$ cat config.mk
export PLATFORM = sky130hd
export DESIGN_NAME = nonpreemptive_priority_scheduler_flat
export DESIGN_NICKNAME = d
export VERILOG_FILES = /design/src/sv/nps_pkg.sv /design/src/sv/nps_if.sv /design/src/sv/nps_ctrl.sv /design/src/sv/nps_dp.sv /design/src/sv/nonpreemptive_priority_scheduler.sv /design/src/flat_wrapper.sv
export SDC_FILE = /design/constraint.sdc
export NUM_CORES = 1
export LEC_CHECK = 0
export ABC_AREA = 0
export BUFFER_PORTS_ARGS = -buffer_cell sky130_fd_sc_hd__buf_2
export CAP_MARGIN = 20
export CORE_MARGIN = 2
export CORE_UTILIZATION = 60
export CTS_BUF_LIST = sky130_fd_sc_hd__clkbuf_16
export CTS_CLUSTER_SIZE = 8
export DETAILED_ROUTE_END_ITERATION = 6
export HOLD_SLACK_MARGIN = 0.02
export PLACE_DENSITY_LB_ADDON = 0.15
export SYNTH_ARGS = -nofsm -noshare
export SYNTH_HDL_FRONTEND = slang
export SYNTH_SLANG_ARGS = --single-unit
$ cat constraint.sdc
create_clock -name clk -period 13.9 [get_ports clk]
set_input_delay 2.78 -clock clk [delete_from_list [all_inputs] [get_ports clk]]
set_output_delay 2.78 -clock clk [all_outputs]
set_load 0.03 [all_outputs]
$ cat src/sv/nps_pkg.sv
// ----------------------------------------------------------------------------
// nps_pkg: shared definitions for the priority scheduler
// Sizes, command codes and the control/status bundles passed between the
// scheduler controller and its datapath.
// ----------------------------------------------------------------------------
`default_nettype none

package nps_pkg;

  // Table and field sizes
  localparam int SLOTS     = 16;
  localparam int SLOT_BITS = 4;
  localparam int TIME_BITS = 16;
  localparam int PRIO_BITS = 8;
  localparam int COMP_BITS = TIME_BITS + 1;
  localparam int WAIT_BITS = TIME_BITS + 2;

  // Input command codes
  localparam logic CMD_LOAD = 1'b0;
  localparam logic CMD_TICK = 1'b1;

  // Controller to datapath commands
  typedef struct packed {
    logic                 load;        // write input beat into its slot
    logic                 tick_start;  // latch now, clear best candidate
    logic                 scan;        // compare slot scan_idx with best
    logic [SLOT_BITS-1:0] scan_idx;
    logic                 update;      // run target slot for one unit
    logic                 emit;        // load the output register
    logic                 emit_idle;   // result is an idle tick
  } nps_cmd_t;

  // Datapath to controller status
  typedef struct packed {
    logic run_act;   // a slot holds the processor
    logic found;     // scan found an eligible slot
    logic out_free;  // output register can take a beat
  } nps_stat_t;

endpackage

`default_nettype wire

$ cat src/sv/nps_if.sv
// ----------------------------------------------------------------------------
// nps_in_if / nps_out_if: valid/ready channels of the priority scheduler
// A beat moves at a rising edge with valid and ready both high.
// ----------------------------------------------------------------------------
`default_nettype none

interface nps_in_if;
  import nps_pkg::*;
  logic                 valid;
  logic                 ready;
  logic                 cmd;
  logic [SLOT_BITS-1:0] slot;
  logic [TIME_BITS-1:0] arrival_time;
  logic [TIME_BITS-1:0] burst_time;
  logic [PRIO_BITS-1:0] priority_level;
  logic [TIME_BITS-1:0] now;

  modport source (output valid, cmd, slot, arrival_time, burst_time, priority_level, now,
                  input ready);
  modport sink   (input valid, cmd, slot, arrival_time, burst_time, priority_level, now,
                  output ready);
endinterface

interface nps_out_if;
  import nps_pkg::*;
  logic                 valid;
  logic                 ready;
  logic                 idle;
  logic [SLOT_BITS-1:0] run_slot;
  logic [TIME_BITS-1:0] time_left;
  logic                 finished;
  logic [COMP_BITS-1:0] completion_time;
  logic [COMP_BITS-1:0] turnaround;
  logic signed [WAIT_BITS-1:0] waiting;

  modport source (output valid, idle, run_slot, time_left, finished, completion_time,
                  turnaround, waiting, input ready);
  modport sink   (input valid, idle, run_slot, time_left, finished, completion_time,
                  turnaround, waiting, output ready);
endinterface

`default_nettype wire

$ cat src/sv/nps_ctrl.sv
// ----------------------------------------------------------------------------
// nps_ctrl: scheduler sequencer
// Accepts beats; a tick walks the slot table one slot a cycle unless a slot
// holds the processor, then runs the chosen slot and hands the result to the output register.
// ----------------------------------------------------------------------------
`default_nettype none

module nps_ctrl
  import nps_pkg::*;
(
  input  wire logic      clk,
  input  wire logic      rst_n,
  input  wire logic      in_valid,
  input  wire logic      in_cmd,
  output logic           in_ready,
  output nps_cmd_t       cmd,
  input  wire nps_stat_t stat
);

  localparam logic [1:0] S_IDLE = 2'd0;
  localparam logic [1:0] S_SCAN = 2'd1;
  localparam logic [1:0] S_UPD  = 2'd2;
  localparam logic [1:0] S_EMIT = 2'd3;

  logic [1:0]           state_r, state_nxt;
  logic [SLOT_BITS-1:0] cnt_r, cnt_nxt;
  logic                 idle_r, idle_nxt;

  // Next state and commands
  always_comb begin
    state_nxt = state_r;
    cnt_nxt   = cnt_r;
    idle_nxt  = idle_r;
    in_ready  = 1'b0;
    cmd       = '0;
    cmd.scan_idx  = cnt_r;
    cmd.emit_idle = idle_r;
    case (state_r)
      S_IDLE: begin
        in_ready = 1'b1;
        if (in_valid) begin
          if (in_cmd == CMD_TICK) begin
            cmd.tick_start = 1'b1;
            cnt_nxt        = '0;
            state_nxt      = stat.run_act ? S_UPD : S_SCAN;
          end else begin
            cmd.load = 1'b1;
          end
        end
      end
      S_SCAN: begin
        cmd.scan = 1'b1;
        cnt_nxt  = cnt_r + 1'b1;
        if (cnt_r == SLOT_BITS'(SLOTS - 1)) begin
          state_nxt = S_UPD;
        end
      end
      S_UPD: begin
        // Run the holding slot or the scan winner; otherwise report idle
        cmd.update = stat.run_act | stat.found;
        idle_nxt   = ~(stat.run_act | stat.found);
        state_nxt  = S_EMIT;
      end
      S_EMIT: begin
        if (stat.out_free) begin
          cmd.emit  = 1'b1;
          state_nxt = S_IDLE;
        end
      end
      default: begin
        state_nxt = S_IDLE;
      end
    endcase
  end

  // State registers
  always_ff @(posedge clk) begin
    if (!rst_n) begin
      state_r <= S_IDLE;
      cnt_r   <= '0;
      idle_r  <= 1'b0;
    end else begin
      state_r <= state_nxt;
      cnt_r   <= cnt_nxt;
      idle_r  <= idle_nxt;
    end
  end

endmodule

`default_nettype wire

$ cat src/sv/nps_dp.sv
// ----------------------------------------------------------------------------
// nps_dp: scheduler datapath
// Slot table, one compare unit for the priority scan, the run/update
// arithmetic and the output register.
// ----------------------------------------------------------------------------
`default_nettype none

module nps_dp
  import nps_pkg::*;
(
  input  wire logic                 clk,
  input  wire logic                 rst_n,
  input  wire nps_cmd_t             cmd,
  output nps_stat_t                 stat,
  // input beat payload
  input  wire logic [SLOT_BITS-1:0] in_slot,
  input  wire logic [TIME_BITS-1:0] in_arrival_time,
  input  wire logic [TIME_BITS-1:0] in_burst_time,
  input  wire logic [PRIO_BITS-1:0] in_priority_level,
  input  wire logic [TIME_BITS-1:0] in_now,
  // result channel
  output logic                      out_valid,
  input  wire logic                 out_ready,
  output logic                      out_idle,
  output logic [SLOT_BITS-1:0]      out_run_slot,
  output logic [TIME_BITS-1:0]      out_time_left,
  output logic                      out_finished,
  output logic [COMP_BITS-1:0]      out_completion_time,
  output logic [COMP_BITS-1:0]      out_turnaround,
  output logic signed [WAIT_BITS-1:0] out_waiting
);

  // Slot table
  logic [SLOTS-1:0]     valid_r;
  logic [TIME_BITS-1:0] arr_r   [SLOTS];
  logic [TIME_BITS-1:0] burst_r [SLOTS];
  logic [PRIO_BITS-1:0] prio_r  [SLOTS];
  logic [TIME_BITS-1:0] rem_r   [SLOTS];

  // Running process
  logic                 run_act_r;
  logic [SLOT_BITS-1:0] run_slot_r;

  // Tick context and best candidate
  logic [TIME_BITS-1:0] now_r;
  logic                 best_found_r;
  logic [SLOT_BITS-1:0] best_idx_r;
  logic [PRIO_BITS-1:0] best_prio_r;
  logic [TIME_BITS-1:0] best_arr_r;

  // Results of the update step
  logic [SLOT_BITS-1:0] res_slot_r;
  logic [TIME_BITS-1:0] res_rem_r;
  logic [COMP_BITS-1:0] res_comp_r;
  logic [COMP_BITS-1:0] res_turn_r;
  logic [TIME_BITS-1:0] res_burst_r;

  // Output register
  logic                 out_valid_r;
  logic                 out_idle_r;
  logic [SLOT_BITS-1:0] out_slot_r;
  logic [TIME_BITS-1:0] out_left_r;
  logic                 out_fin_r;
  logic [COMP_BITS-1:0] out_comp_r;
  logic [COMP_BITS-1:0] out_turn_r;
  logic [WAIT_BITS-1:0] out_wait_r;

  // Single read port: scan index while scanning, run target otherwise
  logic [SLOT_BITS-1:0] tgt;
  logic [SLOT_BITS-1:0] rd_addr;
  logic [TIME_BITS-1:0] rd_arr, rd_burst, rd_rem;
  logic [PRIO_BITS-1:0] rd_prio;
  logic                 rd_valid;

  assign tgt      = run_act_r ? run_slot_r : best_idx_r;
  assign rd_addr  = cmd.scan ? cmd.scan_idx : tgt;
  assign rd_valid = valid_r[rd_addr];
  assign rd_arr   = arr_r[rd_addr];
  assign rd_burst = burst_r[rd_addr];
  assign rd_prio  = prio_r[rd_addr];
  assign rd_rem   = rem_r[rd_addr];

  // Compare unit: eligible and better than the current best
  logic elig, better;
  assign elig   = rd_valid && (rd_arr <= now_r) && (rd_rem != '0);
  assign better = !best_found_r || (rd_prio < best_prio_r) ||
                  ((rd_prio == best_prio_r) && (rd_arr < best_arr_r));

  // Update arithmetic
  logic [TIME_BITS-1:0] rem_new;
  logic [COMP_BITS-1:0] comp;
  logic [WAIT_BITS-1:0] turn_diff;
  logic [WAIT_BITS-1:0] wait_val;

  assign rem_new   = rd_rem - 1'b1;
  assign comp      = {1'b0, now_r} + 1'b1;
  assign turn_diff = {1'b0, comp} - {2'b00, rd_arr};
  assign wait_val  = {1'b0, res_turn_r} - {2'b00, res_burst_r};

  // Slot table writes; slot field width covers exactly SLOTS entries
  always_ff @(posedge clk) begin
    if (cmd.load) begin
      arr_r[in_slot]   <= in_arrival_time;
      burst_r[in_slot] <= in_burst_time;
      prio_r[in_slot]  <= in_priority_level;
      rem_r[in_slot]   <= in_burst_time;
    end else if (cmd.update) begin
      rem_r[tgt] <= rem_new;
    end
  end

  always_ff @(posedge clk) begin
    if (!rst_n) begin
      valid_r   <= '0;
      run_act_r <= 1'b0;
    end else if (cmd.load) begin
      valid_r[in_slot] <= 1'b1;
      // reloading the running slot drops its hold on the processor
      if (run_act_r && (run_slot_r == in_slot)) begin
        run_act_r <= 1'b0;
      end
    end else if (cmd.update) begin
      run_act_r <= (rem_new != '0);
    end
  end

  always_ff @(posedge clk) begin
    if (cmd.update) begin
      run_slot_r <= tgt;
    end
  end

  // Tick context and best-candidate tracking
  always_ff @(posedge clk) begin
    if (!rst_n) begin
      best_found_r <= 1'b0;
    end else if (cmd.tick_start) begin
      best_found_r <= 1'b0;
    end else if (cmd.scan && elig && better) begin
      best_found_r <= 1'b1;
    end
  end

  always_ff @(posedge clk) begin
    if (cmd.tick_start) begin
      now_r <= in_now;
    end
    if (cmd.scan && elig && better) begin
      best_idx_r  <= cmd.scan_idx;
      best_prio_r <= rd_prio;
      best_arr_r  <= rd_arr;
    end
  end

  // Capture update results; turnaround saturates at zero
  always_ff @(posedge clk) begin
    if (cmd.update) begin
      res_slot_r  <= tgt;
      res_rem_r   <= rem_new;
      res_comp_r  <= comp;
      res_turn_r  <= turn_diff[WAIT_BITS-1] ? '0 : turn_diff[COMP_BITS-1:0];
      res_burst_r <= rd_burst;
    end
  end

  // Output register
  always_ff @(posedge clk) begin
    if (!rst_n) begin
      out_valid_r <= 1'b0;
    end else if (cmd.emit) begin
      out_valid_r <= 1'b1;
    end else if (out_ready) begin
      out_valid_r <= 1'b0;
    end
  end

  always_ff @(posedge clk) begin
    if (cmd.emit) begin
      if (cmd.emit_idle) begin
        out_idle_r <= 1'b1;
        out_slot_r <= '0;
        out_left_r <= '0;
        out_fin_r  <= 1'b0;
        out_comp_r <= '0;
        out_turn_r <= '0;
        out_wait_r <= '0;
      end else begin
        out_idle_r <= 1'b0;
        out_slot_r <= res_slot_r;
        out_left_r <= res_rem_r;
        out_fin_r  <= (res_rem_r == '0);
        if (res_rem_r == '0) begin
          out_comp_r <= res_comp_r;
          out_turn_r <= res_turn_r;
          out_wait_r <= wait_val;
        end else begin
          out_comp_r <= '0;
          out_turn_r <= '0;
          out_wait_r <= '0;
        end
      end
    end
  end

  assign stat.run_act  = run_act_r;
  assign stat.found    = best_found_r;
  assign stat.out_free = !out_valid_r || out_ready;

  assign out_valid           = out_valid_r;
  assign out_idle            = out_idle_r;
  assign out_run_slot        = out_slot_r;
  assign out_time_left       = out_left_r;
  assign out_finished        = out_fin_r;
  assign out_completion_time = out_comp_r;
  assign out_turnaround      = out_turn_r;
  assign out_waiting         = out_wait_r;

endmodule

`default_nettype wire

$ cat src/sv/nonpreemptive_priority_scheduler.sv
// ----------------------------------------------------------------------------
// nonpreemptive_priority_scheduler: slot-table priority scheduler
// A load beat writes one process slot; a tick beat yields one result beat.
// ----------------------------------------------------------------------------
// A load beat is taken while the controller is idle and returns nothing. A tick
// beat returns one beat: when a process already holds the processor it runs
// through accept, update and result; otherwise a single compare unit walks the
// 16-entry slot table one slot per cycle before the update and result. Lowest
// priority number wins, ties go to the earlier arrival and then to the lower
// slot. The next beat is taken once the tick result sits in the output register,
// even if the sink has not yet taken it.
`default_nettype none

module nonpreemptive_priority_scheduler
  import nps_pkg::*;
(
  input wire logic clk,
  input wire logic rst_n,
  nps_in_if.sink   in_ch,
  nps_out_if.source out_ch
);

  nps_cmd_t  cmd;
  nps_stat_t stat;
  logic      in_ready;

  assign in_ch.ready = in_ready;

  nps_ctrl u_ctrl (
    .clk      (clk),
    .rst_n    (rst_n),
    .in_valid (in_ch.valid),
    .in_cmd   (in_ch.cmd),
    .in_ready (in_ready),
    .cmd      (cmd),
    .stat     (stat)
  );

  nps_dp u_dp (
    .clk                 (clk),
    .rst_n               (rst_n),
    .cmd                 (cmd),
    .stat                (stat),
    .in_slot             (in_ch.slot),
    .in_arrival_time     (in_ch.arrival_time),
    .in_burst_time       (in_ch.burst_time),
    .in_priority_level   (in_ch.priority_level),
    .in_now              (in_ch.now),
    .out_valid           (out_ch.valid),
    .out_ready           (out_ch.ready),
    .out_idle            (out_ch.idle),
    .out_run_slot        (out_ch.run_slot),
    .out_time_left       (out_ch.time_left),
    .out_finished        (out_ch.finished),
    .out_completion_time (out_ch.completion_time),
    .out_turnaround      (out_ch.turnaround),
    .out_waiting         (out_ch.waiting)
  );

endmodule

`default_nettype wire

$ cat src/flat_wrapper.sv
// flat-port wrapper written by rule: the top's interface ports become plain ports
module nonpreemptive_priority_scheduler_flat import nps_pkg::*;
  (clk, rst_n, in_ch_valid, in_ch_cmd, in_ch_slot, in_ch_arrival_time, in_ch_burst_time, in_ch_priority_level, in_ch_now, in_ch_ready, out_ch_valid, out_ch_idle, out_ch_run_slot, out_ch_time_left, out_ch_finished, out_ch_completion_time, out_ch_turnaround, out_ch_waiting, out_ch_ready);
  nps_in_if in_ch_i ();
  nps_out_if out_ch_i ();
  input wire logic clk;
  input wire logic rst_n;
  input wire logic [$bits(in_ch_i.valid)-1:0] in_ch_valid;
  input wire logic [$bits(in_ch_i.cmd)-1:0] in_ch_cmd;
  input wire logic [$bits(in_ch_i.slot)-1:0] in_ch_slot;
  input wire logic [$bits(in_ch_i.arrival_time)-1:0] in_ch_arrival_time;
  input wire logic [$bits(in_ch_i.burst_time)-1:0] in_ch_burst_time;
  input wire logic [$bits(in_ch_i.priority_level)-1:0] in_ch_priority_level;
  input wire logic [$bits(in_ch_i.now)-1:0] in_ch_now;
  output wire logic [$bits(in_ch_i.ready)-1:0] in_ch_ready;
  output wire logic [$bits(out_ch_i.valid)-1:0] out_ch_valid;
  output wire logic [$bits(out_ch_i.idle)-1:0] out_ch_idle;
  output wire logic [$bits(out_ch_i.run_slot)-1:0] out_ch_run_slot;
  output wire logic [$bits(out_ch_i.time_left)-1:0] out_ch_time_left;
  output wire logic [$bits(out_ch_i.finished)-1:0] out_ch_finished;
  output wire logic [$bits(out_ch_i.completion_time)-1:0] out_ch_completion_time;
  output wire logic [$bits(out_ch_i.turnaround)-1:0] out_ch_turnaround;
  output wire logic [$bits(out_ch_i.waiting)-1:0] out_ch_waiting;
  input wire logic [$bits(out_ch_i.ready)-1:0] out_ch_ready;
  assign in_ch_i.valid = in_ch_valid;
  assign in_ch_i.cmd = in_ch_cmd;
  assign in_ch_i.slot = in_ch_slot;
  assign in_ch_i.arrival_time = in_ch_arrival_time;
  assign in_ch_i.burst_time = in_ch_burst_time;
  assign in_ch_i.priority_level = in_ch_priority_level;
  assign in_ch_i.now = in_ch_now;
  assign in_ch_ready = in_ch_i.ready;
  assign out_ch_valid = out_ch_i.valid;
  assign out_ch_idle = out_ch_i.idle;
  assign out_ch_run_slot = out_ch_i.run_slot;
  assign out_ch_time_left = out_ch_i.time_left;
  assign out_ch_finished = out_ch_i.finished;
  assign out_ch_completion_time = out_ch_i.completion_time;
  assign out_ch_turnaround = out_ch_i.turnaround;
  assign out_ch_waiting = out_ch_i.waiting;
  assign out_ch_i.ready = out_ch_ready;
  nonpreemptive_priority_scheduler u_core (.clk(clk), .rst_n(rst_n), .in_ch(in_ch_i), .out_ch(out_ch_i));
endmodule
# Word-level counts from Yosys, hierarchy flattened
# Memories as Yosys holds them, arrays and structs flattened. A register that Yosys moved wholly into a read port is not among the register bits.
# Index checks and enable logic that the tools add are counted.
[classes] n_addsub=5 mul=0 n_div=0 magnitude_cmp=6 eq_ne=11 shift=0 n_mux=38 bitwise=5 reduce_logical=25
[ops] operator="17-bit by 16-bit subtractor with 18-bit output" n=2
[ops] operator="16-bit nonzero test" n=2
[ops] operator="1-bit 2-to-1 mux" n=21
[ops] operator="4-bit 2-to-1 mux" n=5
[ops] operator="16-bit by 1-bit adder with 17-bit output, second input constant" n=1
[ops] operator="16-bit less-or-equal comparator" n=1
[ops] operator="16-bit logical NOT" n=1
[ops] operator="16-bit < comparator" n=1
[ops] operator="16-bit 2-to-1 mux" n=1
[ops] operator="16-bit OR" n=1
[ops] operator="16-bit OR reduction" n=1
[ops] operator="16-bit by 1-bit subtractor with 16-bit output, second input constant" n=1
[ops] operator="2-bit 2-to-1 mux" n=7
[ops] operator="4-bit by 5-bit < comparator with 1-bit output, second input constant" n=2
[ops] operator="8-bit == test" n=1
[ops] operator="8-bit < comparator" n=1
[ops] operator="2-bit != test, second input constant" n=4
[ops] operator="2-bit one-hot mux with 4 select lines" n=1
[ops] operator="4-bit one-hot mux with 2 select lines" n=1
[ops] operator="1-bit logical AND" n=7
[ops] operator="2-bit nonzero test" n=3
[ops] operator="4-bit by 1-bit adder with 4-bit output, second input constant" n=1
[ops] operator="1-bit binary-select mux with 4-bit select" n=1
[ops] operator="1-bit demux with 4-bit select" n=1
[ops] operator="other kinds (15)" n=22
[word_totals] regBits=198 latchBits=0 mem_bits_rw=896 rom_bits=0 in_bits=65 memories=4
[memory_table] memory="u_core.u_dp.arr_r" words=16 width=16 rd=1 rd_ports_with_merged_regs=0 write_ports=1 line_no="nps_dp.sv:35" rtl="logic [TIME_BITS-1:0] arr_r [SLOTS];"
[memory_table] memory="u_core.u_dp.burst_r" words=16 width=16 rd=1 rd_ports_with_merged_regs=1 write_ports=1 line_no="nps_dp.sv:36" rtl="logic [TIME_BITS-1:0] burst_r [SLOTS];"
[memory_table] memory="u_core.u_dp.rem_r" words=16 width=16 rd=1 rd_ports_with_merged_regs=0 write_ports=1 line_no="nps_dp.sv:38" rtl="logic [TIME_BITS-1:0] rem_r [SLOTS];"
[memory_table] memory="u_core.u_dp.prio_r" words=16 width=8 rd=1 rd_ports_with_merged_regs=0 write_ports=1 line_no="nps_dp.sv:37" rtl="logic [PRIO_BITS-1:0] prio_r [SLOTS];"

# Depth between registers and ports, before layout
# Gate-level depths: netlist of the first run.
[depth] word_depth=9 mapped_depth=29 mapped_depth_nobuf=21

# Hierarchy
# Synthesis of the first run repeated with hierarchy kept, for this count alone.
[unflattened] cells_unflattened=2435 area_unflattened_um2=45182.1
[modules_own_cells] module="nps_dp" instances=1 cells_per_inst=2380 area_per_inst_um2=44721.6 seq_area_each_um2=32931.6
[modules_own_cells] module="nps_ctrl" instances=1 cells_per_inst=55 area_per_inst_um2=460.4 seq_area_each_um2=140.1

# Worst setup path before layout of the first run
# Ideal clock, no wire load.
[synth_path] path_type="in2reg" start="in in_ch_valid" end="mem u_core.u_dp.arr_r[0][0] (enable)" arrival_ns=6.451 setup_slack_ns=6.960 path_stages=5 n_path_buf=1 cell_sequence="nand2_1 > or2_2 > clkbuf_1 > or3_1 > nor3_1"
[synth_via] elab_chain_len=4
[synth_rtl] element="start, declared" line_no="flat_wrapper.sv:8" rtl="input wire logic [$bits(in_ch_i.valid)-1:0] in_ch_valid;"
[synth_rtl] element="2-bit 2-to-1 mux" line_no="nps_ctrl.sv:41" rtl="if (in_valid) begin"
[synth_rtl] element="2-bit 2-to-1 mux" line_no="nps_ctrl.sv:38" rtl="case (state_r)"
[synth_rtl] element="1-bit 2-to-1 mux" line_no="nps_dp.sv:102" rtl="if (cmd.load) begin"
[synth_rtl] element="1-bit 2-to-1 mux (not written as such)" line_no="nps_dp.sv:103" rtl="arr_r[in_slot] <= in_arrival_time;"
[synth_rtl] element="end, declared" line_no="nps_dp.sv:35"
# No other way between the ends.

# Worst setup path in the final report of the first run
[layout_path] start="reg u_core.u_ctrl.state_r[1]" end="reg u_core.u_dp.best_arr_r[8] (enable)"
[layout_via] elab_chain_len=9 elab_cells_between_ends=20
[layout_rtl] element="start, declared" line_no="nps_ctrl.sv:25" rtl="logic [1:0] state_r, state_nxt;"
[layout_rtl] element="start signal, assigned" line_no="nps_ctrl.sv:83" rtl="state_r <= state_nxt;"
[layout_rtl] element="2-bit by 1-bit == test with 1-bit output (*)" line_no="nps_ctrl.sv:38"
[layout_rtl] element="1-bit 2-to-1 mux (*)" line_no="nps_ctrl.sv:38"
[layout_rtl] element="4-bit 2-to-1 mux (*)" line_no="nps_dp.sv:76" rtl="assign rd_addr = cmd.scan ? cmd.scan_idx : tgt;"
[layout_rtl] element="memory read 16 x 16 bit (*)"
[layout_rtl] element="net u_core.u_dp.rd_arr[1]" line_no="nps_dp.sv:71" rtl="logic [TIME_BITS-1:0] rd_arr, rd_burst, rd_rem;"
[layout_rtl] element="16-bit less-or-equal comparator" line_no="nps_dp.sv:85" rtl="assign elig = rd_valid && (rd_arr <= now_r) && (rd_rem != '0);"
[layout_rtl] element="1-bit logical AND (2 in a row)" line_no="nps_dp.sv:85"
[layout_rtl] element="1-bit logical AND" line_no="nps_dp.sv:148" rtl="if (cmd.scan && elig && better) begin"
[layout_rtl] element="1-bit logical AND (*)" line_no="nps_dp.sv:148"
[layout_rtl] element="end signal, assigned" line_no="nps_dp.sv:151" rtl="best_arr_r <= rd_arr;"
[layout_rtl] element="end, declared" line_no="nps_dp.sv:49" rtl="logic [TIME_BITS-1:0] best_arr_r;"
# Mark *: on every way through the listed nets, which the timed path passes. The rest lies on a longest branch. The select of a mux whose other input is x is not followed.
# A chain may end at the register's enable or synchronous reset.

==> results.py, run 1 <==
metrics = {
    "route": {
        "dr.pass1.iters": 5,
        "drt-total-wl_mm": 102.9,
        "drt_iter0_drc": 2391,
        "wire_per_inst_um": 28.06,
        "vias_per_cell": 6.310,
        "drc": 0,
        "route.antenna.remaining_nets": 0,
        "vias": 23140,
    },
    "finish": {
        "fin_nets": 2789,
        "ff_latch_area_sq_um": 33070,
        "design_area_sq_um": 51470,
        "multi_input_area_sq_um": 11260,
        "syn2layout_area_growth_pct": 14.49,
        "layout-drive-gt1-share": 0.2409,
        "final_cells": 3667,
        "nFillCells": 4588,
    },
    "clock_tree": {
        "cts.clk_slew.worst_paths_ns": 0.05,
        "cts_buffers": 156,
        "cts_tree": "built",
        "cts_resized": 0,
        "clk_path_buf_depth": 3,
        "cts_root_buf": "clkbuf_16",
        "postCtsSetupRepairBufs": 0,
        "clock-sinks": 1110,
        "cts_max_level": 4,
        "hold_buffers": 0,
        "insertion_delay_ns": 0.73,
    },
    "grt": {
        "grt_use_total": 0.2734,
        "overflow": 0,
        "grt_max_degree": 113,
        "grt_pass1_vias": 24090,
        "grt_pass1_wl_mm": 153.6,
        "antenna_found_initial": 10,
    },
    "synth": {
        "ys_types": 68,
        "syn_area_sq_um": 44960,
        "synth-async-reset-ratio": 0,
        "ys_ff_latch": 1110,
        "ys_seq_area_frac": 0.7356,
        "avgSynthCellArea_sq_um": 18.90,
        "synthFlopType": "edfxtp_1",
        "syn_inst": 2379,
        "synth_edf_count": 1084,
        "synth_fp_nets": 2526,
        "synth.yosys.warnings": 0,
    },
    "timing": {
        "finClkSkew_ns": 0.03047,
        "setup_violations": 0,
        "slew-limit-headroom": 0.2551,
        "fin_crit_sh": 0.5219,
        "worst_slew_pin_slew_ns": 1.111,
        "maxSlewViolCount": 0,
        "hold_viol_final": 0,
        "setup-tns-final_ns": 0,
        "rsz0062_at_grt": "no",
        "period_needed_ns": 7.255,
        "fmax_mhz": 137.8,
    },
    "place": {
        "hpwl_mm": 57.14,
        "io_buffers": 140,
        "place_congestion": 0.8742,
        "dp.cells": 3451,
        "placed_area_sq_um": 47070,
    },
    "critical_path": {
        "start_kind": "flop",
        "crit_fanout": 112,
        "critPathCaptureType": "flop",
        "cp.arrival_ns": 7.66,
        "critPathKind": "flop to flop",
        "worstPathRequired_ns": 14.30,
    },
    "die": {
        "rows": 100,
        "dieArea_sq_um": 77140,
        "start_util": 0.6049,
        "die_h_um": 277.7,
        "io_pins": 141,
        "core_area_sq_um": 74320,
        "die_w_um": 277.7,
    },
    "power": {
        "p_leak_uw": 0.01757,
        "p_per_area_nw_per_um2": 193.9,
        "vdd_drop_max_mv": 0.1365,
        "p_total_uw": 9981,
    },
    "run_status": {
        "status": "finished, final reports clean",
    },
    "min_path": {
        "worstHoldPathType": "flop to flop",
    },
    "flow_run": {
        "max_cap_violations": 0,
    },
}
cell usage in the layout (no fill, tap or decap), types with 22 or more instances in the layout:
master     count
edfxtp_1    1084
mux4_2       222
clkbuf_16    158
buf_2        140
inv_1        135
nor2_1       117
mux2i_1      112
ha_1          80
nor2b_1       62
nand2_1       58
buf_4         56
a21oi_1       54
and2_1        42
o21ai_0       38
a211oi_1      32
xnor2_1       32
dfxtp_1       26
nor3_1        24
nand3_1       22
per-stage QoR:
| stage | util | setup slack, ns | hold slack, ns |
|---|---|---|---|
| 2_1_floorplan | - | 6.960 | 0.4348 |
| 3_3_place_gp | 0.6332 | 6.649 | 0.4461 |
| 3_5_place_dp | 0.6333 | 6.529 | 0.4582 |
| 5_1_grt | 0.6925 | 6.104 | 0.5037 |
| 6_report | 0.6926 | 6.645 | 0.4734 |
| 4_1_cts | 0.6922 | 6.531 | 0.4749 |
critical path: stages, from the launching register on:
cell,delay [ns]
dfxtp_1,0.34
inv_1,0.09
ha_1,0.69
mux2_8,0.68
buf_12,0.75
mux4_2,0.61
mux2i_1,0.14
mux2i_1,0.20
ha_1,0.38
nor2b_1,0.13
o21a_1,0.16
o21a_1,0.16
o21a_1,0.17
o21a_1,0.17
o21a_1,0.17
o21a_1,0.16
o21a_1,0.16
o31ai_1,0.21
a21oi_1,0.18
nor2_1,0.20
o21a_1,0.67
buf_4,0.38
kinds of logic (layout without fill, tap and decap cells):
| kind of cell | Yosys count | in the layout | synth area share |
|---|---|---|---|
| flops | 1110 | 1110 | 0.7356 |
| simple gates | 402 | 402 | 0.04528 |
| mux | 357 | 357 | 0.1420 |
| buf+inv | 192 | 507 | 0.01775 |
| compound gates | 189 | 189 | 0.02691 |
| fa+ha+maj | 82 | 82 | 0.02315 |
| xor+xnor | 47 | 47 | 0.009323 |
| other cells | 0 | 4 | 0 |
power by group:
part	internal, uW	switching (uW)	leakage, uW	total (uW)
combinational	1100	1640	0.00530	2740
sequential	3840	32.0	0.0100	3870
clock	2020	1350	0.00226	3370
cell type report:
type,count,share of cell area
tap,969,0.02355
timing repair buffer,200,0.02299
inverter,97,0.007073
clock buffer,158,0.07681
clock inverter,52,0.008143
multi-input combinational,1077,0.2187
sequential,1110,0.6425
antenna,4,0.0001945
metal layers:
metal / track usage / wire length (um)
met2: 0.4519 / 52110
met1: 0.3675 / 40750
met3: 0.05601 / 7133
met5: 0 / 73
met4: 0.09369 / 2838
worst paths after layout:
path | slack [ns] | to | cells after the start | startpoint
hold / removal | 0.47 | u_core.u_dp.valid_r[6] | 2 | u_core.u_dp.valid_r[6]
hold reg to reg | 0.47 | u_core.u_dp.valid_r[6] | 2 | u_core.u_dp.valid_r[6]
setup / recovery | 6.65 | u_core.u_dp.best_arr_r[8] | 21 | u_core.u_ctrl.state_r[1]
setup reg to reg | 6.65 | u_core.u_dp.best_arr_r[8] | 21 | u_core.u_ctrl.state_r[1]
cell usage after synthesis, types with 3 or more instances:
master,count,share of area
and3_1,5,0.00070
a21o_1,10,0.0017
and2_1,42,0.0058
mux2_2,18,0.0045
nor4_1,6,0.00083
buf_1,16,0.0013
mux4_2,222,0.11
xnor2_1,32,0.0062
o21a_1,13,0.0022
a211o_1,3,0.00058
clkbuf_1,49,0.0041
nand2b_1,17,0.0024
edfxtp_1,1084,0.72
inv_1,97,0.0081
o21ai_0,39,0.0043
a211oi_1,32,0.0053
a21oi_1,54,0.0060
nor2_1,129,0.011
dfxtp_1,26,0.012
mux2i_1,113,0.025
or3_1,5,0.00070
nand3b_1,3,0.00050
a2111oi_0,3,0.00058
buf_2,23,0.0026
nand3_1,22,0.0024
ha_1,80,0.022
nand2_1,58,0.0048
nand4_1,7,0.00097
xor2_1,14,0.0027
buf_6,6,0.0015
nor3_1,28,0.0031
a31oi_1,5,0.00070
or2_2,4,0.00056
nor2b_1,63,0.0088
a21boi_0,8,0.0013
sequential cells by signal, indices dropped and copies added, names as in the netlist, 2 cells and up:
register,cells
u_core.u_dp.best_idx_r,4
u_core.u_dp.res_comp_r,17
u_core.u_dp.res_rem_r,16
u_core.u_dp.best_prio_r,8
u_core.u_dp.res_turn_r,17
u_core.u_dp.out_completion_time,17
u_core.u_dp.valid_r,16
u_core.u_dp.out_waiting,18
u_core.u_dp.out_time_left,16
u_core.u_dp.out_turnaround,17
u_core.u_dp.prio_r,128
u_core.u_dp.now_r,16
u_core.u_dp.arr_r,256
u_core.u_ctrl.state_r,2
u_core.u_dp.burst_r,256
u_core.u_dp.out_run_slot,4
u_core.u_dp.res_burst_r,16
u_core.u_dp.best_arr_r,16
u_core.u_dp.res_slot_r,4
u_core.u_dp.rem_r,256
u_core.u_ctrl.cnt_r,4
Note: power is estimated with default switching activity, not from simulation.
==> inputs of run 2 (changes only) <==
--- a/config.mk
+++ b/config.mk
@@ -5,7 +5,7 @@
 export SDC_FILE = /design/constraint.sdc
 export NUM_CORES = 1
 export LEC_CHECK = 0
-export ABC_AREA = 0
+export ABC_AREA = 1
 export BUFFER_PORTS_ARGS = -buffer_cell sky130_fd_sc_hd__buf_2
 export CAP_MARGIN = 20
 export CORE_MARGIN = 2
==> constraint.sdc (replaced) <==
create_clock -name clk -period 7.2 [get_ports clk]
set_input_delay 1.44 -clock clk [delete_from_list [all_inputs] [get_ports clk]]
set_output_delay 1.44 -clock clk [all_outputs]
set_load 0.03 [all_outputs]
==> run 2 against run 1 <==
Hold slack got worse by 0.0064 ns; setup slack got worse by 4.6 ns; the flow now finishes with violations (DRC); total power rose by 120%; synthesized cell count rose by 65%.
==> results.py, run 2 <==
metrics = {
    "timing": {
        "maxSlewViolCount": 0,
        "finClkSkew_ns": 0.01835,
        "setup_violations": 0,
        "setup-tns-final_ns": 0,
        "hold_viol_final": 0,
        "rsz0062_at_grt": "no",
        "period_needed_ns": 5.159,
        "fmax_mhz": 193.8,
        "slew-limit-headroom": 0.2392,
        "worst_slew_pin_slew_ns": 1.138,
        "fin_crit_sh": 0.7165,
    },
    "finish": {
        "final_cells": 5182,
        "final_cell_mix": "edfxtp_1, nand2_1, inv_1",
        "nFillCells": 5607,
        "final_common_cell": "edfxtp_1",
        "reg_top3": "u_core.u_dp.arr_r x256, u_core.u_dp.burst_r x256, u_core.u_dp.rem_r x256",
        "syn2layout_area_growth_pct": 12.76,
        "utilization": 0.6856,
        "fin_nets": 4251,
        "multi_input_area_sq_um": 11720,
        "ff_latch_area_sq_um": 33070,
        "design_area_sq_um": 53200,
        "layout-drive-gt1-share": 0.1128,
    },
    "die": {
        "start_util": 0.6080,
        "dieArea_sq_um": 80890,
        "die_w_um": 284.4,
        "die_h_um": 284.4,
        "io_pins": 141,
        "core_area_sq_um": 77590,
        "rows": 102,
    },
    "synth": {
        "syn_inst": 3928,
        "synth.most_common_cell": "edfxtp_1",
        "ys_types": 56,
        "synth-async-reset-ratio": 0,
        "synth_top_area_frac": 0.6900,
        "synth_fp_nets": 4075,
        "synthFlopType": "edfxtp_1",
        "synth_edf_count": 1084,
        "synth.yosys.warnings": 0,
        "ys_ff_latch": 1110,
        "ys_seq_area_frac": 0.7010,
        "synth_top_area_cell": "edfxtp_1",
        "syn_area_sq_um": 47180,
        "avgSynthCellArea_sq_um": 12.01,
        "synth_area_leaders": "edfxtp_1, nand2_1, nand3_1, nor2_1, inv_1",
        "synth_common_cells": "edfxtp_1, nand2_1, nor2_1, inv_1, nand3_1",
    },
    "route": {
        "route.antenna.remaining_nets": 0,
        "top_layer": "met5",
        "wire_per_inst_um": 23.48,
        "drt_iter0_drc": 3428,
        "drt-total-wl_mm": 121.7,
        "met2_length_mm": 58.52,
        "vias": 31150,
        "wl_met1_mm": 47.57,
        "drc": 8,
        "wl_met3_mm": 10.39,
        "vias_per_cell": 6.012,
        "dr.pass1.iters": 7,
    },
    "critical_path": {
        "cpPeakStageDelay_ns": 0.61,
        "critPathKind": "flop to flop",
        "crit_chain": "inv_1, ha_1, inv_4, nand3_2, nand2_8, buf_4, nor2_1, o211ai_1, nand3_1, nand2_1, ha_1, nor2_1, a211oi_1, nor2_1, o21ai_0, nand2_1, nand3_1, nand2_1, nand2_1, o211ai_1, a211o_1, nand3_1, inv_1",
        "crit_fanout": 133,
        "critPathCaptureType": "flop",
        "worstPathRequired_ns": 7.67,
        "timing.critical_path.mode_cell": "nand2_1",
        "cp.arrival_ns": 5.63,
        "start_kind": "flop",
        "crit_slowest_cell": "nand2_8",
    },
    "clock_tree": {
        "cts_tree": "built",
        "cts.clk_slew.worst_paths_ns": 0.05,
        "cts_resized": 0,
        "cts_max_level": 4,
        "cts_root_buf": "clkbuf_16",
        "postCtsSetupRepairBufs": 0,
        "clk_path_buf_depth": 3,
        "cts_buffers": 156,
        "hold_buffers": 0,
        "insertion_delay_ns": 0.73,
        "clock-sinks": 1110,
    },
    "grt": {
        "grt_max_degree": 166,
        "grt_pass1_vias": 29920,
        "grt_use_total": 0.3012,
        "overflow": 0,
        "grt_pass1_wl_mm": 181.8,
        "antenna_found_initial": 10,
    },
    "place": {
        "placed_area_sq_um": 49010,
        "place_congestion": 0.8900,
        "io_buffers": 140,
        "dp.cells": 4986,
        "hpwl_mm": 70.15,
    },
    "power": {
        "p_leak_uw": 0.01989,
        "p_total_uw": 21680,
        "p_per_area_nw_per_um2": 407.6,
        "vdd_drop_max_mv": 0.3246,
    },
    "run_status": {
        "status": "finished with violations",
        "failed_checks": "DRC",
    },
    "flow_run": {
        "max_cap_violations": 0,
    },
    "min_path": {
        "worstHoldPathType": "flop to flop",
    },
}
## run 2: through the flow
step	setup slack [ns]	hold WS (ns)
floorplan	0.5390	0.4406
global placement	2.195	0.4503
global route	1.541	0.4986
detailed placement	2.053	0.4617
finish	2.041	0.4670
CTS	2.031	0.4724
## run 2: cells by family (layout without fill, tap and decap cells)
family          Yosys count  in the layout  synth area share
xor+xnor                 28             28          0.005357
compound gates          612            612           0.08068
fa+ha+maj                82             82           0.02206
flops                  1110           1110            0.7010
other cells               0              3                 0
buf+inv                 611            822           0.05580
simple gates           1485           1485            0.1351
## run 2: per-layer routing
| metal | up-vias | track usage |
|---|---|---|
| met2 | 1510 | 0.4863 |
| li1 | 14220 | - |
| met1 | 15100 | 0.4008 |
| met5 | - | 0 |
| met4 | 14 | 0.1380 |
| met3 | 315 | 0.05586 |
## run 2: path summary, 6_finish.rpt
check	startpoint	to	slack, ns	depth (start not counted)
setup reg to reg	u_core.u_ctrl.state_r[1]	u_core.u_dp.res_turn_r[13]	2.04	23
hold / removal	u_core.u_dp.valid_r[3]	u_core.u_dp.valid_r[3]	0.47	2
setup / recovery	u_core.u_ctrl.state_r[1]	u_core.u_dp.res_turn_r[13]	2.04	23
hold reg to reg	u_core.u_dp.valid_r[3]	u_core.u_dp.valid_r[3]	0.47	2
## run 2: where the power goes
group	total [uW]	internal (uW)	switching [uW]
Combinational	7730	2270	5460
Clock	6370	3830	2540
Sequential	7580	7510	70.8
## run 2: final cells by class
type                    count  share of cell area
clock inverters            37            0.005221
inverters                 408             0.02893
repair buffers            221             0.02594
multi-input cells        2207              0.2203
well taps                1040             0.02446
flip-flops and latches   1110              0.6217
diodes                      3           0.0001411
clock buffers             156             0.07338
## run 2: critical path: cells and delay by family, from the launching register on
kind            cells  cell delay, ns
flops               1            0.37
fa+ha+maj           2            0.57
buf+inv             4            0.79
simple gates       12            1.89
compound gates      5            1.20
